--- src/rtl/core/bmpc_pkg.sv ---
// Shared types, constants and sizes for the BMP to RGB565 canvas decoder.
package bmpc_pkg;

  localparam int CANVAS_W      = 128;
  localparam int CANVAS_H      = 128;
  localparam int MAX_ROW_BYTES = 1024;

  localparam int ADDR_W  = 14;
  localparam int VALUE_W = 16;
  localparam int ROW_W   = $clog2(CANVAS_H);
  localparam int COL_W   = $clog2(CANVAS_W);
  localparam int BIR_W   = $clog2(MAX_ROW_BYTES);
  localparam int CB_W    = $clog2(3 * CANVAS_W + 1);
  localparam int PROD_W  = $clog2(CANVAS_W * CANVAS_H);
  localparam int ADDR_EXT_W = (PROD_W > ADDR_W) ? PROD_W : ADDR_W;

  localparam int QUEUE_DEPTH = 4;
  localparam int QPTR_W = $clog2(QUEUE_DEPTH);
  localparam int QCNT_W = $clog2(QUEUE_DEPTH + 1);

  // header layout
  localparam logic [31:0] HDR_LEN    = 32'd54;
  localparam logic [31:0] HDR_LAST   = 32'd53;
  localparam logic [31:0] POS_TAG0   = 32'd0;
  localparam logic [31:0] POS_TAG1   = 32'd1;
  localparam logic [31:0] OFF_DATA   = 32'd10;
  localparam logic [31:0] OFF_WIDTH  = 32'd18;
  localparam logic [31:0] OFF_HEIGHT = 32'd22;
  localparam logic [31:0] OFF_BITS   = 32'd28;
  localparam logic [31:0] OFF_COMP   = 32'd30;
  localparam logic [31:0] LEN_WORD   = 32'd4;
  localparam logic [31:0] LEN_HALF   = 32'd2;

  localparam logic [7:0]  TAG_B = 8'h42;
  localparam logic [7:0]  TAG_M = 8'h4D;
  localparam logic [15:0] BITS_16 = 16'd16;
  localparam logic [15:0] BITS_24 = 16'd24;
  localparam logic [31:0] COMP_RGB       = 32'd0;
  localparam logic [31:0] COMP_BITFIELDS = 32'd3;

  typedef enum logic [1:0] {
    ST_OK          = 2'd0,
    ST_NOT_BMP     = 2'd1,
    ST_UNSUPPORTED = 2'd2,
    ST_TOO_WIDE    = 2'd3
  } status_t;

  typedef enum logic [2:0] {
    OP_NONE,
    OP_LOAD_LO,
    OP_LOAD_HI,
    OP_WR16,
    OP_WR24
  } op_t;

  typedef struct packed {
    op_t              op;
    logic [7:0]       data;
    logic [ROW_W-1:0] crow;
    logic [COL_W-1:0] col;
    logic             clr;
    logic             done;
    status_t          status;
  } q_item_t;

  typedef struct packed {
    logic full;
    logic empty;
  } q_status_t;

endpackage

--- src/rtl/core/bmpc_queue.sv ---
// Short FIFO of classified items between the front and back parts.
module bmpc_queue (
  input  logic                clk,
  input  logic                rst,
  input  logic                push,
  input  bmpc_pkg::q_item_t   push_item,
  input  logic                pop,
  output bmpc_pkg::q_item_t   pop_item,
  output bmpc_pkg::q_status_t status
);

  bmpc_pkg::q_item_t                 slots [bmpc_pkg::QUEUE_DEPTH];
  logic [bmpc_pkg::QPTR_W-1:0]       wr_ptr;
  logic [bmpc_pkg::QPTR_W-1:0]       rd_ptr;
  logic [bmpc_pkg::QCNT_W-1:0]       count;
  logic                              do_push;
  logic                              do_pop;

  localparam logic [bmpc_pkg::QPTR_W-1:0] PTR_LAST = bmpc_pkg::QPTR_W'(bmpc_pkg::QUEUE_DEPTH - 1);
  localparam logic [bmpc_pkg::QCNT_W-1:0] CNT_FULL = bmpc_pkg::QCNT_W'(bmpc_pkg::QUEUE_DEPTH);

  assign status.full  = (count == CNT_FULL);
  assign status.empty = (count == '0);
  assign do_push  = push && !status.full;
  assign do_pop   = pop && !status.empty;
  assign pop_item = slots[rd_ptr];

  always_ff @(posedge clk) begin
    if (rst) begin
      wr_ptr <= '0;
      rd_ptr <= '0;
      count  <= '0;
    end else begin
      if (do_push) begin
        wr_ptr <= (wr_ptr == PTR_LAST) ? '0 : wr_ptr + 1'b1;
      end
      if (do_pop) begin
        rd_ptr <= (rd_ptr == PTR_LAST) ? '0 : rd_ptr + 1'b1;
      end
      if (do_push && !do_pop) begin
        count <= count + 1'b1;
      end else if (do_pop && !do_push) begin
        count <= count - 1'b1;
      end
    end
  end

  always_ff @(posedge clk) begin
    if (do_push) begin
      slots[wr_ptr] <= push_item;
    end
  end

endmodule

--- src/rtl/core/bmpc_front.sv ---
// Front part: header capture, geometry, row and column tracking, item classification.
module bmpc_front (
  input  logic              clk,
  input  logic              rst,
  input  logic              s_axis_tvalid,
  output logic              s_axis_tready,
  input  logic [7:0]        s_axis_tdata,  // [7:0] file_byte
  input  logic              s_axis_tlast,  // last_byte
  input  logic              full,
  output logic              push,
  output bmpc_pkg::q_item_t item
);

  typedef enum logic [1:0] {
    PH_HEADER,
    PH_GAP,
    PH_PIXELS,
    PH_IDLE
  } phase_t;

  phase_t                          phase, phase_next;
  logic [31:0]                     pos, pos_next;
  logic [31:0]                     data_start, data_start_next;
  logic [31:0]                     img_w, img_w_next;
  logic [31:0]                     img_h, img_h_next;
  logic [15:0]                     bits, bits_next;
  logic [31:0]                     comp, comp_next;
  bmpc_pkg::status_t               err, err_next;
  logic [bmpc_pkg::BIR_W-1:0]      byte_in_row, byte_in_row_next;
  logic [1:0]                      k, k_next;
  logic [bmpc_pkg::COL_W-1:0]      pix_col, pix_col_next;
  logic [31:0]                     crow, crow_next;
  logic [31:0]                     rows_left, rows_left_next;

  // geometry pipeline, settles while the rest of the header streams in
  logic                            s1_is16, s1_ok, s1_flip;
  logic [30:0]                     s1_w;
  logic [31:0]                     s1_h_abs;
  logic                            s2_too_wide, s2_clr, s2_h_zero;
  logic [bmpc_pkg::BIR_W-1:0]      s2_row_last;
  logic [bmpc_pkg::COL_W-1:0]      s2_off_x;
  logic [bmpc_pkg::ROW_W-1:0]      s2_off_y;
  logic [bmpc_pkg::CB_W-1:0]       s2_copy_bytes;
  logic [31:0]                     s2_rows_last;
  logic [31:0]                     s3_crow_start;

  logic                            accept;
  logic [7:0]                      b;
  logic                            is16_c, is24_c, neg_h_c;
  logic [33:0]                     w34, wb, rs, rs_m1;
  logic                            w_lt_cw, h_lt_ch;
  logic [bmpc_pkg::COL_W:0]        dx, copy_w;
  logic [bmpc_pkg::ROW_W:0]        dy;
  logic [bmpc_pkg::CB_W-1:0]       cw_ext;
  logic                            in_pixels, active;
  logic [1:0]                      k_max;

  localparam logic [bmpc_pkg::COL_W:0] CW_EXT = (bmpc_pkg::COL_W + 1)'(bmpc_pkg::CANVAS_W);
  localparam logic [bmpc_pkg::ROW_W:0] CH_EXT = (bmpc_pkg::ROW_W + 1)'(bmpc_pkg::CANVAS_H);

  assign s_axis_tready = !full;
  assign accept = s_axis_tvalid && s_axis_tready;
  assign b = s_axis_tdata;

  // stage 1: format and signs
  always_comb begin
    is16_c  = (bits == bmpc_pkg::BITS_16) && (comp == bmpc_pkg::COMP_BITFIELDS);
    is24_c  = (bits == bmpc_pkg::BITS_24) && (comp == bmpc_pkg::COMP_RGB);
    neg_h_c = img_h[31];
  end

  // stage 2: row size, centring offsets, clipping
  always_comb begin
    w34     = {3'b000, s1_w};
    wb      = (w34 << 1) + (s1_is16 ? 34'd0 : w34);
    rs      = (wb + 34'd3) & ~34'd3;
    rs_m1   = rs - 34'd1;
    w_lt_cw = s1_w < 31'(bmpc_pkg::CANVAS_W);
    h_lt_ch = s1_h_abs < 32'(bmpc_pkg::CANVAS_H);
    dx      = CW_EXT - s1_w[bmpc_pkg::COL_W:0];
    dy      = CH_EXT - s1_h_abs[bmpc_pkg::ROW_W:0];
    copy_w  = w_lt_cw ? s1_w[bmpc_pkg::COL_W:0] : CW_EXT;
    cw_ext  = bmpc_pkg::CB_W'(copy_w);
  end

  always_ff @(posedge clk) begin
    s1_is16  <= is16_c;
    s1_ok    <= (is16_c || is24_c) && (img_w != 32'd0) && !img_w[31];
    s1_w     <= img_w[30:0];
    s1_h_abs <= neg_h_c ? (32'd0 - img_h) : img_h;
    s1_flip  <= !neg_h_c && (img_h != 32'd0);

    s2_too_wide   <= rs > 34'(bmpc_pkg::MAX_ROW_BYTES);
    s2_row_last   <= rs_m1[bmpc_pkg::BIR_W-1:0];
    s2_off_x      <= w_lt_cw ? dx[bmpc_pkg::COL_W:1] : '0;
    s2_off_y      <= h_lt_ch ? dy[bmpc_pkg::ROW_W:1] : '0;
    s2_copy_bytes <= (cw_ext << 1) + (s1_is16 ? '0 : cw_ext);
    s2_clr        <= w_lt_cw || h_lt_ch;
    s2_h_zero     <= (s1_h_abs == 32'd0);
    s2_rows_last  <= s1_h_abs - 32'd1;

    s3_crow_start <= 32'(s2_off_y) + (s1_flip ? s2_rows_last : 32'd0);
  end

  always_comb begin
    phase_next       = phase;
    pos_next         = pos;
    data_start_next  = data_start;
    img_w_next       = img_w;
    img_h_next       = img_h;
    bits_next        = bits;
    comp_next        = comp;
    err_next         = err;
    byte_in_row_next = byte_in_row;
    k_next           = k;
    pix_col_next     = pix_col;
    crow_next        = crow;
    rows_left_next   = rows_left;
    item             = '0;
    item.op          = bmpc_pkg::OP_NONE;
    item.status      = bmpc_pkg::ST_OK;
    in_pixels        = 1'b0;
    active           = 1'b0;
    k_max            = s1_is16 ? 2'd1 : 2'd2;
    push             = 1'b0;

    if (accept) begin
      unique case (phase) inside
        PH_HEADER: begin
          if ((pos == bmpc_pkg::POS_TAG0 && b != bmpc_pkg::TAG_B) ||
              (pos == bmpc_pkg::POS_TAG1 && b != bmpc_pkg::TAG_M)) begin
            err_next   = bmpc_pkg::ST_NOT_BMP;
            phase_next = PH_IDLE;
          end else begin
            if (pos >= bmpc_pkg::OFF_DATA && pos < bmpc_pkg::OFF_DATA + bmpc_pkg::LEN_WORD) begin
              data_start_next[{2'(pos - bmpc_pkg::OFF_DATA), 3'b000} +: 8] = b;
            end
            if (pos >= bmpc_pkg::OFF_WIDTH &&
                pos < bmpc_pkg::OFF_WIDTH + bmpc_pkg::LEN_WORD) begin
              img_w_next[{2'(pos - bmpc_pkg::OFF_WIDTH), 3'b000} +: 8] = b;
            end
            if (pos >= bmpc_pkg::OFF_HEIGHT &&
                pos < bmpc_pkg::OFF_HEIGHT + bmpc_pkg::LEN_WORD) begin
              img_h_next[{2'(pos - bmpc_pkg::OFF_HEIGHT), 3'b000} +: 8] = b;
            end
            if (pos >= bmpc_pkg::OFF_BITS && pos < bmpc_pkg::OFF_BITS + bmpc_pkg::LEN_HALF) begin
              bits_next[{1'(pos - bmpc_pkg::OFF_BITS), 3'b000} +: 8] = b;
            end
            if (pos >= bmpc_pkg::OFF_COMP && pos < bmpc_pkg::OFF_COMP + bmpc_pkg::LEN_WORD) begin
              comp_next[{2'(pos - bmpc_pkg::OFF_COMP), 3'b000} +: 8] = b;
            end
            if (pos == bmpc_pkg::HDR_LAST) begin
              if (!s1_ok) begin
                err_next   = bmpc_pkg::ST_UNSUPPORTED;
                phase_next = PH_IDLE;
              end else if (s2_too_wide) begin
                err_next   = bmpc_pkg::ST_TOO_WIDE;
                phase_next = PH_IDLE;
              end else begin
                item.clr = s2_clr;
                if (data_start < bmpc_pkg::HDR_LEN) begin
                  data_start_next = bmpc_pkg::HDR_LEN;
                end
                phase_next       = s2_h_zero ? PH_IDLE : PH_GAP;
                byte_in_row_next = '0;
                k_next           = '0;
                pix_col_next     = s2_off_x;
                crow_next        = s3_crow_start;
                rows_left_next   = s2_rows_last;
              end
            end
          end
        end
        PH_GAP, PH_PIXELS: begin
          in_pixels = (phase == PH_PIXELS) || (pos >= data_start);
          if (in_pixels) begin
            phase_next = PH_PIXELS;
            active = (crow < 32'(bmpc_pkg::CANVAS_H)) &&
                     (32'(byte_in_row) < 32'(s2_copy_bytes));
            if (active) begin
              item.data = b;
              item.crow = crow[bmpc_pkg::ROW_W-1:0];
              item.col  = pix_col;
              if (k == 2'd0) begin
                item.op = bmpc_pkg::OP_LOAD_LO;
              end else if (s1_is16) begin
                item.op = bmpc_pkg::OP_WR16;
              end else if (k == 2'd1) begin
                item.op = bmpc_pkg::OP_LOAD_HI;
              end else begin
                item.op = bmpc_pkg::OP_WR24;
              end
            end
            if (byte_in_row == s2_row_last) begin
              byte_in_row_next = '0;
              k_next           = '0;
              pix_col_next     = s2_off_x;
              crow_next        = s1_flip ? crow - 32'd1 : crow + 32'd1;
              rows_left_next   = rows_left - 32'd1;
              if (rows_left == 32'd0) begin
                phase_next = PH_IDLE;
              end
            end else begin
              byte_in_row_next = byte_in_row + 1'b1;
              if (k == k_max) begin
                k_next       = '0;
                pix_col_next = pix_col + 1'b1;
              end else begin
                k_next = k + 1'b1;
              end
            end
          end
        end
        PH_IDLE: begin
        end
      endcase

      if (pos != '1) begin
        pos_next = pos + 32'd1;
      end

      if (s_axis_tlast) begin
        item.done = 1'b1;
        if (err_next != bmpc_pkg::ST_OK) begin
          item.status = err_next;
        end else if (phase_next == PH_HEADER) begin
          item.status = bmpc_pkg::ST_NOT_BMP;
        end
        // file ends: back to the state after reset
        phase_next       = PH_HEADER;
        pos_next         = '0;
        data_start_next  = '0;
        img_w_next       = '0;
        img_h_next       = '0;
        bits_next        = '0;
        comp_next        = '0;
        err_next         = bmpc_pkg::ST_OK;
        byte_in_row_next = '0;
        k_next           = '0;
      end

      push = (item.op != bmpc_pkg::OP_NONE) || item.clr || item.done;
    end
  end

  always_ff @(posedge clk) begin
    if (rst) begin
      phase       <= PH_HEADER;
      pos         <= '0;
      data_start  <= '0;
      img_w       <= '0;
      img_h       <= '0;
      bits        <= '0;
      comp        <= '0;
      err         <= bmpc_pkg::ST_OK;
      byte_in_row <= '0;
      k           <= '0;
    end else begin
      phase       <= phase_next;
      pos         <= pos_next;
      data_start  <= data_start_next;
      img_w       <= img_w_next;
      img_h       <= img_h_next;
      bits        <= bits_next;
      comp        <= comp_next;
      err         <= err_next;
      byte_in_row <= byte_in_row_next;
      k           <= k_next;
    end
    pix_col   <= pix_col_next;
    crow      <= crow_next;
    rows_left <= rows_left_next;
  end

endmodule

--- src/rtl/core/bmpc_back.sv ---
// Back part: pixel assembly, RGB565 packing, address forming and the output register.
module bmpc_back (
  input  logic                clk,
  input  logic                rst,
  input  bmpc_pkg::q_item_t   item,
  input  logic                empty,
  output logic                pop,
  output logic                m_axis_tvalid,
  input  logic                m_axis_tready,
  output logic [31:0]         m_axis_tdata,  // [13:0] pixel_address, [29:14] pixel_value,
                                             // [31:30] status
  output logic [1:0]          m_axis_tuser,  // [0] pixel_write, [1] clear_canvas
  output logic                m_axis_tlast   // done_res
);

  localparam int ADDR_EXT_W_L = bmpc_pkg::ADDR_EXT_W;

  logic [7:0]                        lo;
  logic [7:0]                        hi;
  logic                              wr;
  logic                              produce;
  logic [ADDR_EXT_W_L-1:0]           prod;
  logic [bmpc_pkg::ADDR_W-1:0]       addr;
  logic [bmpc_pkg::VALUE_W-1:0]      value;

  assign pop = !empty && (!m_axis_tvalid || m_axis_tready);

  always_comb begin
    wr      = (item.op == bmpc_pkg::OP_WR16) || (item.op == bmpc_pkg::OP_WR24);
    produce = wr || item.clr || item.done;
    prod    = ADDR_EXT_W_L'(item.crow) * ADDR_EXT_W_L'(bmpc_pkg::CANVAS_W) +
              ADDR_EXT_W_L'(item.col);
    addr    = wr ? prod[bmpc_pkg::ADDR_W-1:0] : '0;
    case (item.op)
      bmpc_pkg::OP_WR16: value = {item.data, lo};
      bmpc_pkg::OP_WR24: value = {item.data[7:3], hi[7:2], lo[7:3]};
      default:           value = '0;
    endcase
  end

  always_ff @(posedge clk) begin
    if (rst) begin
      m_axis_tvalid <= 1'b0;
    end else if (pop) begin
      m_axis_tvalid <= produce;
    end else if (m_axis_tready) begin
      m_axis_tvalid <= 1'b0;
    end
  end

  always_ff @(posedge clk) begin
    if (pop) begin
      if (item.op == bmpc_pkg::OP_LOAD_LO) begin
        lo <= item.data;
      end
      if (item.op == bmpc_pkg::OP_LOAD_HI) begin
        hi <= item.data;
      end
      m_axis_tdata <= {item.status, value, addr};
      m_axis_tuser <= {item.clr, wr};
      m_axis_tlast <= item.done;
    end
  end

endmodule

--- src/rtl/core/bmp_stream_to_rgb565_canvas.sv ---
// Top level: BMP byte stream to RGB565 canvas writes.
// Throughput: one file byte per cycle, sustained; the front counters and the queue take a
// byte every cycle unless the queue is full.
// Path: the item for an accepted byte is written into the queue at the accepting edge and
// is loaded into the back part's output register when popped; output stalls hold it queued.
// Reset: synchronous, clears header capture, byte counters, queue and output valid at once.
module bmp_stream_to_rgb565_canvas (
  input  logic        clk,
  input  logic        rst,
  input  logic        s_axis_tvalid,
  output logic        s_axis_tready,
  input  logic [7:0]  s_axis_tdata,   // [7:0] file_byte
  input  logic        s_axis_tlast,   // last_byte
  output logic        m_axis_tvalid,
  input  logic        m_axis_tready,
  output logic [31:0] m_axis_tdata,   // [13:0] pixel_address, [29:14] pixel_value,
                                      // [31:30] status
  output logic [1:0]  m_axis_tuser,   // [0] pixel_write, [1] clear_canvas
  output logic        m_axis_tlast    // done_res
);

  bmpc_pkg::q_item_t   push_item;
  bmpc_pkg::q_item_t   pop_item;
  bmpc_pkg::q_status_t q_st;
  logic                push;
  logic                pop;

  bmpc_front u_front (
    .clk           (clk),
    .rst           (rst),
    .s_axis_tvalid (s_axis_tvalid),
    .s_axis_tready (s_axis_tready),
    .s_axis_tdata  (s_axis_tdata),
    .s_axis_tlast  (s_axis_tlast),
    .full          (q_st.full),
    .push          (push),
    .item          (push_item)
  );

  bmpc_queue u_queue (
    .clk       (clk),
    .rst       (rst),
    .push      (push),
    .push_item (push_item),
    .pop       (pop),
    .pop_item  (pop_item),
    .status    (q_st)
  );

  bmpc_back u_back (
    .clk           (clk),
    .rst           (rst),
    .item          (pop_item),
    .empty         (q_st.empty),
    .pop           (pop),
    .m_axis_tvalid (m_axis_tvalid),
    .m_axis_tready (m_axis_tready),
    .m_axis_tdata  (m_axis_tdata),
    .m_axis_tuser  (m_axis_tuser),
    .m_axis_tlast  (m_axis_tlast)
  );

endmodule

--- config.mk ---
export PLATFORM = sky130hd
export DESIGN_NAME = bmp_stream_to_rgb565_canvas
export DESIGN_NICKNAME = d
export VERILOG_FILES = /design/src/rtl/core/bmpc_pkg.sv /design/src/rtl/core/bmpc_queue.sv /design/src/rtl/core/bmpc_front.sv /design/src/rtl/core/bmpc_back.sv /design/src/rtl/core/bmp_stream_to_rgb565_canvas.sv
export SDC_FILE = /design/constraint.sdc
export NUM_CORES = 1
export LEC_CHECK = 0
export BUFFER_PORTS_ARGS = -buffer_cell sky130_fd_sc_hd__buf_2
export CAP_MARGIN = 20
export CORE_MARGIN = 2
export CORE_UTILIZATION = 31
export DETAILED_ROUTE_END_ITERATION = 12
export PLACE_DENSITY = 0.52
export REMOVE_ABC_BUFFERS = 1
export SLEW_MARGIN = 40
export SYNTH_ARGS = -nofsm -noshare
export SYNTH_HDL_FRONTEND = slang
export SYNTH_HIERARCHICAL = 1
export SYNTH_SLANG_ARGS = --single-unit
--- constraint.sdc ---
create_clock -name clk -period 4.05 [get_ports clk]
set_input_delay 0.81 -clock clk [delete_from_list [all_inputs] [get_ports clk]]
set_output_delay 0.81 -clock clk [all_outputs]
set_load 0.02 [all_outputs]
# Word level (Yosys, flattened, before mapping)
# Memories as Yosys holds them, arrays and structs flattened. A register that Yosys moved wholly into a read port is not among the register bits.
# Index checks and enable logic that the tools add are counted.
# totals
reg_bits	488
ram_bits	116
inputBits	13
out_inout_bits	37
wordCells	325
memories	1
# memory_table
memory	words	width	rd	rd_ports_with_merged_regs	wr	line_no	text
u_queue.slots	4	29	1	1	1	bmpc_queue.sv:12	bmpc_pkg::q_item_t slots [bmpc_pkg::QUEUE_DEPTH];
# classes
addsub	31
order_cmp	17
n_eq_ne	33
n_shift	10
mux	125
reduce_logical	70
# ops
op	n
two-way mux 32 bit	36
bitwise mux 32 bit	4
greater-or-equal comparator 32 x 5 -> 1 bit, second input constant	4
zero test 32 bit	4
one-hot mux 32 bit (2 select lines)	2
variable shift 8 x 7 -> 32 bit, first input constant	4
variable part select 8 x 7 -> 32 bit	4
two-way mux 25 bit	4
< comparator 32 x 5 -> 1 bit, second input constant	3
subtractor 32 x 1 -> 32 bit, second input constant	3
two-way mux 10 bit	7
adder 32 x 1 -> 32 bit, second input constant	2
< comparator 32 x 6 -> 1 bit, second input constant	2
< comparator 32 x 8 -> 1 bit, second input constant	2
two-way mux 16 bit	4
nonzero test 32 bit	2
two-way mux 31 bit	2
two-way mux 2 bit	30
two-way mux 7 bit	7
adder 32 x 34 -> 34 bit	1
adder 34 x 2 -> 34 bit, second input constant	1
greater-than comparator 34 x 11 -> 1 bit, second input constant	1
adder 7 x 32 -> 32 bit	1
== test 16 x 5 -> 1 bit, second input constant	2
other kinds (60)	154

# Depth between registers and ports, before layout
# Gate-level depths: netlist of run 1.
# logic_depth
ltp_word	19
ltp_mapped	20
depth_no_buf	18

# Hierarchy
# The synthesis of run 1 kept the hierarchy.
# modules_own_cells
mod	n_inst	cells_per_inst	area_each_um2	seq_area_each_um2
bmpc_front	1	2569	23040.8	9258.9
bmpc_queue	1	201	4673.2	3663.5
bmpc_back	1	95	1865.5	1491.4

# Worst setup path after synthesis of run 1
# OpenSTA, ideal clock, no wires.
# synth_timing
kind	register -> register
start	register u_front.pos[0]
end	register u_front.crow[0] (enable)
setup_time_ns	0.429
arrival_time_ns	3.923
t_required_ns	3.621
setup_slack_ns	-0.302
stages_incl_launch_ff	11
n_path_buf	1
period_less_slack_ns	4.352
path_cell_list	dfxtp_1 > clkbuf_1 > clkinv_1 > ha_1 > nand2b_1 > a21o_1 > a21oi_1 > o211ai_1 > nand4_1 > a31oi_1 > and3_1
# synth_between
elab_chain_cells	5
elab_cells_between_ends	12
cone_classes	order compare: 1; eq/ne: 5; reduce/logical: 6
# synth_rtl
element	line_no	text
start, declared	bmpc_front.sv:22	logic [31:0] pos, pos_next;
start signal, assigned	bmpc_front.sv:260	pos <= pos_next;
branches (longest 4 deep; another with greater-or-equal comparator 32 bit)	-	
AND reduction 8 bit (no line) *	-	
end signal, assigned	bmpc_front.sv:271	crow <= crow_next;
end, declared	bmpc_front.sv:32	logic [31:0] crow, crow_next;
# Every way passes the cells marked *.
# A chain may end at the register's enable or synchronous reset.

# Worst setup path after layout of run 1
# layout_timing
start	register u_front.s1_is16
end	register u_front.s2_too_wide
# layout_between
elab_chain_cells	4
# layout_rtl
element	line_no	text
start, declared	bmpc_front.sv:36	logic s1_is16, s1_ok, s1_flip;
start signal, assigned	bmpc_front.sv:87	s1_is16 <= is16_c;
two-way mux 31 bit	bmpc_front.sv:75	wb = (w34 << 1) + (s1_is16 ? 34'd0 : w34);
adder 32 x 34 -> 34 bit	bmpc_front.sv:75	
adder 34 x 2 -> 34 bit	bmpc_front.sv:76	rs = (wb + 34'd3) & ~34'd3;
greater-than comparator 34 x 11 -> 1 bit	bmpc_front.sv:93	s2_too_wide <= rs > 34'(bmpc_pkg::MAX_ROW_BYTES);
end signal, assigned	bmpc_front.sv:93	
end, declared	bmpc_front.sv:39	logic s2_too_wide, s2_clr, s2_h_zero;
# Every way passes these cells.

==> flow_summary_export.csv, run 1 <==
group,metric,value,unit
worst_setup_path,crit_chain,"nand2b_4 > ha_4 > nor3_1 > fa_2 > a21o_1 > a311o_1 > and3_4 > or2_1 > xnor2_1 > nand4_1 > or4_1 > or4_1 > or4_4",
pwr,power.density,491.9,nW/µm²
synthesis,yosysSeqAreaShare,48.73,%
clock_network,clock-sinks,602,
synthesis,yosysUniqueCellTypes,95,
worst_setup_path,crit_path_end_kind,"flip-flop",
layout,num-fill-cells,9530,
drt,drtAntennaViolNets,0,
timing,relSlewSlack,45.00,%
synthesis,async_reset_ff_share,0,%
grt,grt_max_degree,151,
clock_network,insertion_delay,620,ps
layout,layout_commonest_cell,"nor2_1",
grt,antenna_found_initial,0,
flow_run,cap_violations,0,
floorplanning,die_h,312.9,µm
worst_setup_path,start_kind,"flip-flop",
hold_path,hp-class,"flip-flop to flip-flop",
clock_network,postCtsSetupRepairBufs,0,
placed_design,io_buffers,49,
clock_network,clockBufferDepth,3,
clock_network,root_buffer,"clkbuf_16",
floorplanning,num_rows,113,
worst_setup_path,slowest_stage,"or4_1",
floorplanning,ios,50,
worst_setup_path,arrival,4490,ps
drt,met1_length,33150,µm
drt,drt_first_pass_iters,7,
worst_setup_path,crit_buf_inv,0,
layout,n_antenna_cell,0,
synthesis,ys_seq_elements,602,
floorplanning,initial_core_util,31.23,%
grt,first_global_vias,21090,
layout,drive_gt1_share,13.67,%
worst_setup_path,path_max_fanout,5,
synthesis,synth_edf_count,236,
synthesis,synth_cells,2865,
floorplanning,die_width,312.9,µm
grt,overflow,0,
worst_setup_path,cp_data_required_time,4520,ps
drt,via_count,21250,
pwr,peakVddDrop,0.3003,mV
drt,drtIter0Drc,1293,
clock_network,cts_tree,"done",
worst_setup_path,crit_family,"simple AND/OR/NAND/NOR gates",
synthesis,synthTopCellsByArea,"dfxtp_1, edfxtp_1, ha_1",
timing,finalCritPeriodShare,99.26,%
worst_setup_path,crit_top_cell,"or4_1",
timing,skew,33.19,ps
placed_design,hpwl,53500,µm
synthesis,yosysTopAreaCellShare,24.77,%
grt,grtUsageTotal,14.54,%
timing,clock.fmax,0.2488,GHz
drt,routed_via_density,4.882,
floorplanning,coreArea,94730,µm²
pwr,p_leak,0.01334,µW
status,outcome,"completed",
drt,highest_layer,"met4",
layout,fin_util,36.50,%
placed_design,gp_congestion,0.8392,
synthesis,ys_warn_count,6,
drt,wl_met2,33910,µm
timing,hold_viol_final,0,
clock_network,path_clk_slew,60,ps
timing,setup_tns,0,ps
clock_network,cts_buffers,66,
worst_setup_path,crit_type,"flip-flop to flip-flop",
clock_network,cts_max_level,3,
synthesis,synth_top_cell_by_area,"dfxtp_1",
synthesis,syn_area,29580,µm²
timing,worstMarginPinSlew,821.9,ps
worst_setup_path,cpPeakStageDelay,490,ps
timing,slew_viol_final,0,
layout,syn_to_final_growth,16.88,%
layout,final_cell_mix,"nor2_1, dfxtp_1, edfxtp_1, ha_1, nand2_1",
grt,grt_pass1_wl,114800,µm
drt,wl_met3,2616,µm
drt,drc,0,
timing,period_needed,4020,ps
layout,layout.nets,3221,
synthesis,avgSynthCellArea,10.32,µm²
synthesis,synthFlopType,"dfxtp_1",
drt,postRouteWirelength,71600,µm
floorplanning,fp.dieArea,97910,µm²
drt,wl_per_cell,16.45,µm
timing,setup_viol,0,
timing,rsz0062_at_grt,"yes",
## cell usage after synthesis, types with 7 or more instances
cell,instances
a211oi_1,9
a21o_1,55
a21oi_1,125
a22o_1,11
a22oi_1,34
a31oi_1,20
a32oi_1,12
and2_1,61
and2_4,19
and3_1,25
and4_1,8
buf_2,8
clkbuf_1,80
dfxtp_1,366
edfxtp_1,236
ha_1,169
inv_1,119
mux2_2,22
mux2i_1,104
mux4_2,29
nand2_1,163
nand2b_1,21
nand3_1,42
nand4_1,48
nor2_1,383
nor2b_1,43
nor3_1,73
nor4_1,70
nor4b_1,7
o211ai_1,10
o21a_1,18
o21ai_0,66
o21ai_1,7
o21bai_1,9
o31ai_1,17
o41ai_1,12
or2_2,7
or3_1,17
or4_1,19
xnor2_1,125
xor2_1,78
## where the power goes
group / internal, µW / switching, µW / total [µW]
clock network: 3680 / 2480 / 6160
logic: 1460 / 2110 / 3570
registers: 7000 / 283 / 7280
total: 12100 / 4870 / 17000
## metal layers
layer / vias up / global-route usage (%)
met1: 10090 / 19.00
met2: 356 / 24.81
met3: 100 / 1.786
met4: 0 / 4.959
li1: 10700 / -
met5: - / 0
## state kept, by name, indices dropped and copies added (netlist names), 9 cells and up, named ones only
name	cells
u_back/m_axis_tdata	32
u_front/data_start	32
u_front/s2_copy_bytes	9
u_front/rows_left	32
u_front/byte_in_row	10
u_front/s1_w	31
u_queue/slots	116
u_front/s2_rows_last	32
u_front/img_h	32
u_front/s1_h_abs	32
u_front/bits	16
u_front/pos	32
u_front/s3_crow_start	32
u_front/comp	32
u_front/crow	32
u_front/img_w	32
## timing repair
item                                    4_1_cts  5_1_grt
pin swaps                                    10        0
gates cloned                                  0        0
resized for setup                             9        1
endpoints found under the setup margin        1        2
hold buffers                                  0        0
## through the flow
step | cell area, µm² | cells | hold slack, ps | total power (µW) | setup WS (ps)
global route | 34570 | 4352 | 375.9 | 17880 | -123.1
CTS | 34560 | 4352 | 372.2 | 17270 | 16.96
detailed placement | 32270 | 4231 | 362.9 | 11020 | -204.1
finish | 34570 | 4352 | 369.1 | 17010 | 29.93
floorplan | 29180 | 2770 | 350.0 | 9863 | -1659
global placement | 32240 | 4231 | 363.0 | 10990 | -134.2
## worst register-to-register path: cells and delay by family, from the launching register on
kind / cells / cell delay (ps)
simple gates: 8 / 2150
flops: 1 / 360
fa+ha+maj: 2 / 620
compound gates: 2 / 610
xor+xnor: 1 / 170
## cell families after synthesis
family | count (synthesis) | share of synthesized area, %
buf+inv | 218 | 2.944
simple gates | 1042 | 17.58
compound gates | 471 | 10.68
flops | 602 | 48.73
mux | 155 | 6.565
fa+ha+maj | 174 | 7.487
xor+xnor | 203 | 6.011
## path summary, 6_finish.rpt
kind                startpoint                  end  slack [ps]  cells after the start
min          u_front/img_w[14]     u_front/s1_w[14]         370                      0
max            u_front/s1_is16  u_front/s2_too_wide          30                     13
min reg2reg  u_front/img_w[14]     u_front/s1_w[14]         370                      0
max reg2reg    u_front/s1_is16  u_front/s2_too_wide          30                     13
## cell type report
| type | instances | area (µm²) | share of cell area [%] |
|---|---|---|---|
| flip-flops and latches | 602 | 14420 | 41.71 |
| multi-input cells | 2045 | 14390 | 41.61 |
| clock buffers | 88 | 1879 | 5.436 |
| well taps | 1265 | 1583 | 4.578 |
| repair buffers | 196 | 1471 | 4.256 |
| inverters | 123 | 466.7 | 1.350 |
| clock inverters | 33 | 366.6 | 1.060 |
Note: power is estimated with default switching activity, not from simulation.
==> inputs of run 2 (changes only) <==
Settings changed: RECOVER_POWER from default to 25.
==> flow_summary_export.csv, run 2 (synthesized netlist as in run 1, its figures left out) <==
group,metric,value,unit
status,outcome,"complete, but fails checks",
status,violations,"capacitance limit, slew limit",
clock_network,cts_max_level,3,
timing,setup_tns,0,ps
layout,largest_reg_flops,116,
drt,postRouteWirelength,71510,µm
worst_setup_path,reg2reg_slack,30,ps
timing,layout_setup_ws,28.54,ps
flow_run,cap_violations,2,
timing,fin_worst_hold_slack,369.2,ps
worst_setup_path,arrival,4490,ps
floorplanning,initial_core_util,31.23,%
grt,overflow,0,
floorplanning,ios,50,
hold_path,min-delay-start,"u_front/img_w[14]",
worst_setup_path,r2r_cells,13,
worst_setup_path,start_kind,"flip-flop",
worst_setup_path,crit_type,"flip-flop to flip-flop",
clock_network,cts_hold_buf,0,
clock_network,cts_tree,"done",
drt,drtIter0Drc,1315,
drt,drt_first_pass_iters,5,
clock_network,cts_buffers,66,
grt,grtUsageTotal,14.54,%
pwr,peakVddDrop,0.2633,mV
floorplanning,num_rows,113,
layout,largest_register,"u_queue/slots",
timing,worstMarginPinSlew,1858,ps
layout,final_cell_mix,"nor2_1, dfxtp_1, edfxtp_1, ha_1, nand2_1",
layout,syn_to_final_growth,16.47,%
worst_setup_path,crit_path_end,"u_front/s2_too_wide",
drt,wl_per_cell,16.43,µm
timing,slew_viol_final,45,
drt,drtAntennaViolNets,0,
worst_setup_path,cp_data_required_time,4520,ps
pwr,power.density,491.1,nW/µm²
layout,num-fill-cells,9576,
clock_network,insertion_delay,620,ps
timing,relSlewSlack,-23.86,%
grt,first_global_vias,21090,
floorplanning,coreArea,94730,µm²
clock_network,root_buffer,"clkbuf_16",
pwr,p_leak,0.01318,µW
worst_setup_path,crit_path_end_kind,"flip-flop",
floorplanning,die_width,312.9,µm
worst_setup_path,crit_start,"u_front/s1_is16",
drt,routed_via_density,4.876,
worst_setup_path,rr_endpoint,"u_front/s2_too_wide",
drt,via_count,21220,
layout,layout.nets,3221,
worst_setup_path,path_max_fanout,5,
clock_network,clock-sinks,602,
placed_design,io_buffers,49,
layout,n_antenna_cell,0,
clock_network,path_clk_slew,60,ps
clock_network,clockBufferDepth,3,
placed_design,pre_cts_slack,-204.1,ps
floorplanning,fp.dieArea,97910,µm²
hold_path,hp-class,"flip-flop to flip-flop",
timing,period_needed,4021,ps
layout,layout_commonest_cell,"nor2_1",
drt,drc,0,
grt,grt_max_degree,151,
timing,clock.fmax,0.2487,GHz
placed_design,gp_congestion,0.8392,
timing,skew,33.96,ps
grt,grt_pass1_wl,114800,µm
clock_network,postCtsSetupRepairBufs,0,
timing,hold_viol_final,0,
worst_setup_path,r2r_start,"u_front/s1_is16",
layout,fin_util,36.37,%
timing,finalCritPeriodShare,99.30,%
layout,drive_gt1_share,11.99,%
floorplanning,die_h,312.9,µm
timing,setup_viol,0,
timing,rsz0062_at_grt,"yes",
grt,antenna_found_initial,0,
placed_design,hpwl,53500,µm
-- run 2: changes by cell type in the layout (fill, tap and decap cells not counted), moves of 3 or more --
| cell | delta |
|---|---|
| and2_0 | +3 |
| and2_1 | -3 |
| buf_2 | -36 |
| buf_4 | -10 |
| clkbuf_1 | +45 |
| dfxtp_1 | +3 |
| dfxtp_2 | -3 |
-- run 2: per-stage QoR --
stage / total power, µW / cell area (µm²) / instances
after floorplan: 9863 / 29180 / 2770
after global placement: 10990 / 32240 / 4231
after detailed placement: 11020 / 32270 / 4231
after CTS: 17270 / 34560 / 4352
after global routing: 17800 / 34450 / 4352
final: 16920 / 34450 / 4352
-- run 2: power by group --
part / switching [µW] / internal, µW
Sequential: 287 / 7010
Clock: 2480 / 3680
Combinational: 2090 / 1370
-- run 2: cell type report --
class	instances	area, µm²	share of cell area [%]
Clock buffer	88	1879	5.455
Clock inverter	33	366.6	1.064
Inverter	123	462.9	1.344
Multi-Input combinational cell	2045	14350	41.66
Sequential cell	602	14420	41.85
Tap cell	1265	1583	4.594
Timing Repair Buffer	196	1390	4.035
-- run 2: layer usage --
metal,track usage [%],up-vias,wire (µm)
met4,4.959,0,1929
met5,0,-,0
met3,1.786,100,2574
met1,19.00,10080,33150
li1,-,10700,-
met2,24.81,343,33860
-- run 2: worst min path at each step --
stage                     depth (start not counted)  slack [ps]          endpoint
final                                             0         370  u_front/s1_w[14]
after global placement                            0         360  u_front/s1_w[12]
after global routing                              0         380  u_front/s1_w[12]
after CTS                                         0         370  u_front/s1_w[14]
after floorplan                                   0         350  u_front/s1_w[11]
after detailed placement                          0         360  u_front/s1_w[14]
-- run 2: critical path, stage by stage, from the launching register on --
cell and delay (ps):
dfxtp_4 360, nand2b_4 150, ha_4 260, nor3_1 60, fa_2 360, a21o_1 210, a311o_1 400, and3_4 220
or2_1 220, xnor2_1 170, nand4_1 90, or4_1 490, or4_1 490, or4_4 430
-- run 2: timing repair --
item | in CTS | in global routing
pin swaps | 10 | 0
setup endpoints to repair | 1 | 2
gates resized for setup | 9 | 1
==> inputs of run 3 (changes only) <==
Settings changed: CORE_MARGIN 2 to default.
==> flow_summary_export.csv, run 3 (synthesized netlist as in run 1, its figures left out) <==
group,metric,value,unit
worst_setup_path,arrival,4490,ps
layout,syn_to_final_growth,16.79,%
drt,routed_via_density,4.856,
clock_network,cts_max_level,3,
timing,hold_viol_final,0,
layout,fin_util,36.80,%
flow_run,cap_violations,0,
worst_setup_path,path_max_fanout,5,
layout,drive_gt1_share,14.02,%
pwr,power.density,485.3,nW/µm²
pwr,p_leak,0.01334,µW
hold_path,hp-class,"flip-flop to flip-flop",
clock_network,cts_buffers,66,
timing,relSlewSlack,30.98,%
drt,drtIter0Drc,1359,
drt,wl_per_cell,16.55,µm
drt,drt_first_pass_iters,5,
placed_design,gp_congestion,0.8224,
floorplanning,num_rows,112,
drt,via_count,21120,
timing,slew_viol_final,0,
timing,rsz0062_at_grt,"yes",
grt,antenna_found_initial,0,
drt,drtAntennaViolNets,0,
placed_design,io_buffers,49,
floorplanning,ios,50,
layout,layout_commonest_cell,"nor2_1",
placed_design,place_inst,4222,
clock_network,root_buffer,"clkbuf_16",
clock_network,insertion_delay,620,ps
timing,clock.fmax,0.2494,GHz
timing,period_needed,4009,ps
drt,drc,0,
timing,finalCritPeriodShare,98.98,%
clock_network,cts_tree,"done",
worst_setup_path,crit_type,"flip-flop to flip-flop",
grt,grt_max_degree,151,
placed_design,hpwl,53430,µm
grt,grt_pass1_wl,114000,µm
floorplanning,die_h,310.9,µm
clock_network,path_clk_slew,70,ps
grt,overflow,0,
layout,largest_reg_flops,116,
clock_network,clockBufferDepth,3,
drt,postRouteWirelength,71990,µm
worst_setup_path,start_kind,"flip-flop",
timing,skew,26.90,ps
layout,layout.nets,3229,
grt,grtUsageTotal,14.60,%
layout,finalNonFillerCells,4350,
clock_network,cts_hold_buf,0,
worst_setup_path,crit_path_end_kind,"flip-flop",
status,outcome,"completed",
layout,final_cell_mix,"nor2_1, dfxtp_1, edfxtp_1, ha_1, nand2_1",
layout,n_antenna_cell,0,
floorplanning,initial_core_util,31.50,%
grt,first_global_vias,20620,
timing,setup_viol,0,
worst_setup_path,cp_data_required_time,4540,ps
floorplanning,die_width,310.9,µm
pwr,peakVddDrop,0.2412,mV
floorplanning,coreArea,93890,µm²
floorplanning,fp.dieArea,96660,µm²
timing,worstMarginPinSlew,1034,ps
layout,largest_register,"u_queue/slots",
placed_design,pre_cts_slack,-182.1,ps
timing,layout_setup_ws,41.15,ps
clock_network,clock-sinks,602,
-- run 3: cell count changes in the layout (fill, tap and decap cells not counted), sizes merged --
cell,previous run,this run
buf,150,203
clkbuf,134,84
bufinv,6,3
clkinv,19,29
inv,125,127
clkinvlp,6,3
-- run 3: worst paths after layout --
path / from / endpoint / slack, ps / depth (start not counted)
worst min register to register: u_front/img_w[14] / u_front/s1_w[14] / 360 / 0
worst max register to register: u_front/s1_is16 / u_front/s2_too_wide / 40 / 13
worst min-delay path: u_front/img_w[14] / u_front/s1_w[14] / 360 / 0
worst max-delay path: u_front/s1_is16 / u_front/s2_too_wide / 40 / 13
-- run 3: power breakdown --
group	switching (µW)	internal, µW	leakage [µW]
clock network	2520	3370	0.00105
registers	293	7000	0.00507
logic	2110	1470	0.00722
total	4920	11800	0.0133
-- run 3: area by class of cell --
class | count | area [µm²]
Timing Repair Buffer | 204 | 1534
Tap cell | 1254 | 1569
Fill cell | 9420 | 59340
Clock inverter | 39 | 346.6
Multi-Input combinational cell | 2045 | 14420
Clock buffer | 83 | 1787
Sequential cell | 602 | 14420
Inverter | 123 | 466.7
-- run 3: per-stage QoR --
step	cell area (µm²)	power (µW)	hold WS, ps	setup TNS [ps]
after floorplan	29180	9863	350.0	-207600
after global placement	32260	11030	361.3	-140.3
after detailed placement	32290	11040	364.9	-182.1
after CTS	34470	17020	359.7	0
after global routing	34550	17620	370.7	-100.9
final	34550	16770	360.0	0
-- run 3: worst max-delay path: stages, from the launching register on --
cell and delay, ps:
dfxtp_4 360, nand2b_4 150, ha_4 270, nor3_2 50, fa_2 360, a21o_1 180
a311o_1 440, a211oi_1 260, nor2_1 80, xnor2_1 300, o22ai_2 140, or4_1 420
or4_1 480, or4_1 400
-- run 3: timing repair --
| action | in CTS | in global routing |
|---|---|---|
| gates cloned | 1 | 0 |
| buffers inserted | 3 | 2 |
| pin swaps | 9 | 12 |
| setup endpoints to repair | 1 | 2 |
| resized for setup | 4 | 16 |
-- run 3: per-layer routing --
layer  wire [µm]  GRT usage, %  vias to the layer above
li1            -             -                    10720
met1       33730         19.40                     9903
met2       33750         24.48                      410
met3        2763         1.760                       91
met4        1744         4.881                        0
met5           0             0                        -
